**src/hdl/igm_pkg.sv**
```systemverilog
`timescale 1ns / 1ps
// Shared constants, codes and the per-result context struct for the image gradient block.
// No dependencies; every other file imports it.
package igm_pkg;

    localparam int MAX_WIDTH_DEF = 2048;

    localparam int PIX_BITS      = 8;
    localparam int GRAD_BITS     = 10;
    localparam int EXT_BITS      = 11;
    localparam int FRAME_W_BITS  = 12;
    localparam int FRAME_H_BITS  = 16;
    localparam int APB_ADDR_BITS = 4;
    localparam int APB_DATA_BITS = 32;
    localparam int OUT_DATA_BITS = 64;

    localparam logic [FRAME_W_BITS-1:0] FRAME_W_RST = 12'd2048;
    localparam logic [FRAME_H_BITS-1:0] FRAME_H_RST = 16'd1;

    // running extremes reload: min 256 and max -256 grey levels, in half units
    localparam logic signed [EXT_BITS-1:0] EXT_MIN_RST = 11'sd512;
    localparam logic signed [EXT_BITS-1:0] EXT_MAX_RST = -11'sd512;

    // register word index (paddr[3:2])
    localparam logic [1:0] REG_FRAME_WIDTH  = 2'd0;
    localparam logic [1:0] REG_FRAME_HEIGHT = 2'd1;
    localparam logic [1:0] REG_BORDER_MODE  = 2'd2;

    localparam logic MODE_PIXEL = 1'b0;
    localparam logic MODE_FLUSH = 1'b1;

    localparam logic BORDER_ONE_SIDED = 1'b0;
    localparam logic BORDER_REPLICATE = 1'b1;

    typedef struct packed {
        logic x_first;
        logic x_last;
        logic y_first;
        logic y_last;
        logic last_pix;
        logic border;
    } t_ctx;

endpackage

```
**src/hdl/igm_grad_calc.sv**
```systemverilog
`timescale 1ns / 1ps
// Gradient arithmetic for one result: horizontal and vertical differences in half units.
// Uses igm_pkg for the context struct and border codes.
module igm_grad_calc (
    input  igm_pkg::t_ctx                        i_ctx,
    input  logic [igm_pkg::PIX_BITS-1:0]         i_pix_c,
    input  logic [igm_pkg::PIX_BITS-1:0]         i_pix_l,
    input  logic [igm_pkg::PIX_BITS-1:0]         i_pix_r,
    input  logic [igm_pkg::PIX_BITS-1:0]         i_pix_u,
    input  logic [igm_pkg::PIX_BITS-1:0]         i_pix_d,
    output logic signed [igm_pkg::GRAD_BITS-1:0] o_grad_x,
    output logic signed [igm_pkg::GRAD_BITS-1:0] o_grad_y
);
    import igm_pkg::*;

    function automatic logic signed [GRAD_BITS-1:0] axis_grad(
        input logic [PIX_BITS-1:0] lo_pix,
        input logic [PIX_BITS-1:0] c_pix,
        input logic [PIX_BITS-1:0] hi_pix,
        input logic                first,
        input logic                last,
        input logic                border
    );
        logic signed [GRAD_BITS-1:0] lo;
        logic signed [GRAD_BITS-1:0] hi;
        logic signed [GRAD_BITS-1:0] d;
        // replicate the centre pixel past either edge
        lo = first ? {2'b00, c_pix} : {2'b00, lo_pix};
        hi = last  ? {2'b00, c_pix} : {2'b00, hi_pix};
        d  = hi - lo;
        if (border == BORDER_ONE_SIDED && (first || last)) begin
            return {d[GRAD_BITS-2:0], 1'b0};
        end
        return d;
    endfunction

    assign o_grad_x = axis_grad(i_pix_l, i_pix_c, i_pix_r, i_ctx.x_first, i_ctx.x_last,
                                i_ctx.border);
    assign o_grad_y = axis_grad(i_pix_u, i_pix_c, i_pix_d, i_ctx.y_first, i_ctx.y_last,
                                i_ctx.border);

endmodule

```
**config.mk**
```make
export PLATFORM = sky130hd
export DESIGN_NAME = igm_grad_calc
export DESIGN_NICKNAME = d
export VERILOG_FILES = /design/src/hdl/igm_pkg.sv /design/src/hdl/igm_grad_calc.sv
export SDC_FILE = /design/constraint.sdc
export NUM_CORES = 1
export LEC_CHECK = 0
export ABC_AREA = 1
export BUFFER_PORTS_ARGS = -buffer_cell sky130_fd_sc_hd__buf_2
export CORE_ASPECT_RATIO = 2
export CORE_MARGIN = 1.5
export CORE_UTILIZATION = 49
export DETAILED_ROUTE_END_ITERATION = 10
export PLACE_DENSITY = 0.92
export SYNTH_ARGS = -nofsm -noshare
export SYNTH_HDL_FRONTEND = slang
export SYNTH_SLANG_ARGS = --single-unit
```
**constraint.sdc**
```tcl
create_clock -name vclk -period 2.6
set_input_delay 0.39 -clock vclk [all_inputs]
set_output_delay 0.39 -clock vclk [all_outputs]
set_load 0.01 [all_outputs]
```
==> metrics.yaml <==
outcome: "finished clean"
n_antenna_cell: 0
grt_pass1_wl_um: 6110
total_leakage_power_nw: 1.07
synth_top_area_share_pct: 26.1
globalplace.congestion: 0.825
port_buffers: 65
path_cells: "clkbuf_4 > inv_2 > nand2_1 > o21ai_0 > ha_2 > fa_2 > inv_1 > nand2_1 > nand2_1 > nand3b_1 > nand2_2 > nand2_1 > nand3_1 > nand2_1 > buf_2"
drt_iter0_markers: 51
seq_cell_count: 0
critical_path.top_delay_family: "simple AND/OR/NAND/NOR gates"
overflow: 0
multiInputGateArea_um2: 1170
dieWidth_um: 39.1
n_fill_cell: 208
placed_area_um2: 1670
ant_nets: 0
layout_commonest_cell: "nand2_1"
holdBufCountCts: 0
via_per_inst: 5.37
path_max_fanout: 7
grt_antenna_before_repair: 0
fin_cells: 347
worstMarginPinSlew_ns: 0.397
area_growth_pct: 40.9
ios: 66
hold_class: "in -> out"
drive_gt1_share_pct: 32.0
yosys-top-cells-area: "nand2_1 (26%), ha_1 (16%), o21ai_0 (13%), nand3_1 (11%), inv_1 (10%)"
drc: 0
grt_max_degree: 13
endpoint_kind: "primary output"
cp.required_ns: 2.21
drv_slew: 0
critPathArrivalTime_ns: 2.12
ys_types: 20
syn_area_per_cell_um2: 5.20
grt_pass1_vias: 1653
regArea_um2: 0
nClkBuffers: 0
dr_total_vias: 1863
max_slew_margin_pct: 73.3
firstDrtPassIters: 4
yosysSeqAreaShare_pct: 0
cp_num_buf_inv: 4
power.density_nw_per_um2: 319
fin_util_pct: 71.9
core-area_um2: 2500
most-common-layout-cells: "nand2_1 (84), buf_2 (62), inv_1 (33), o21ai_0 (28), nand3_1 (24)"
min_period_ns: 2.51
final.period_utilization_pct: 96.4
holdWs_ns: 1.21
vdd_drop_max_mv: 0.182
yosys_warnings: 0
slowest_delay_ns: 0.37
grt.total_usage_pct: 27.3
dp_hpwl_um: 3270
synth_cells: 246
place_inst: 339
die_area_um2: 2940
hold_viol: 0
cp-start-kind: "input port"
setup_viol: 0
synth_nets: 310
critical_path.slowest_cell: "fa_2"
start_util_pct: 51.0
clock.fmax_ghz: 0.399
cap_violations: 0
wire_per_inst_um: 12.1
nets: 385
die_h_um: 75.2
fp-row-count: 26
routed_wl_um: 4180
finalInstanceArea_um2: 1800
criticalPathCategory: "in -> out"
synth_area_um2: 1280
crit_top_cell: "nand2_1"
synth_area_leader_cell: "nand2_1"
==> logic make-up after synthesis <==
group / Yosys count / share of synthesized area (%)
AO/OA/AOI/OAI: 48 / 21.1
XOR/XNOR: 4 / 2.74
adder cells (fa/ha/maj): 18 / 18.8
buffers and inverters: 43 / 12.6
multiplexers: 2 / 1.57
AND/OR/NAND/NOR: 131 / 43.2
==> timing repair <==
item / 4_1_cts / 5_1_grt
endpoints found under the setup margin: 0 / 11
buffers inserted: 0 / 8
resized for setup: 0 / 30
==> metal layers <==
layer  vias up  GRT usage (%)  wire length, um
met5         -              0                0
li1        944              -                -
met1       837           22.8             1400
met4         0           9.58              177
met3        18           2.65              162
met2        64           58.5             2440
==> through the flow <==
step	setup slack, ns	setup TNS, ns	power (mW)
3_5_place_dp	0.0299	0	0.514
2_1_floorplan	0.223	0	0.350
4_1_cts	0.0257	0	0.517
3_3_place_gp	0.0905	0	0.500
5_1_grt	-0.0541	-0.112	0.645
6_report	0.0925	0	0.576
==> area by class of cell <==
type                            instances  area share (%)
Timing Repair Buffer                   77            24.8
Inverter                               39            8.54
Multi-Input combinational cell        203            64.7
Tap cell                               28            1.94
==> report_power, final <==
group / leakage, nW / internal, mW / switching, mW
registers: 0 / 0 / 0
clock network: 0 / 0 / 0
logic: 1.07 / 0.253 / 0.323
total: 1.07 / 0.253 / 0.323
==> synth_stat cells <==
| cell type | instances |
|---|---|
| ha_1 | 16 |
| o21ai_1 | 3 |
| a21oi_4 | 2 |
| inv_2 | 4 |
| fa_1 | 2 |
| mux2i_1 | 2 |
| xnor2_1 | 4 |
| nor2_1 | 7 |
| a21boi_0 | 2 |
| nand3b_1 | 3 |
| a21oi_1 | 7 |
| o21ai_0 | 33 |
| inv_1 | 35 |
| nand3_1 | 27 |
| or2_2 | 2 |
| and2_4 | 1 |
| a21o_1 | 1 |
| clkbuf_1 | 4 |
| nand2_1 | 89 |
| or2_1 | 2 |
==> worst paths after layout <==
check / from / to / slack (ns) / cells after the start
worst max-delay path: i_ctx[3] / o_grad_y[6] / 0.09 / 15
worst min-delay path: i_ctx[0] / o_grad_y[0] / 1.21 / 4
Power figures use the tool's default switching activity.
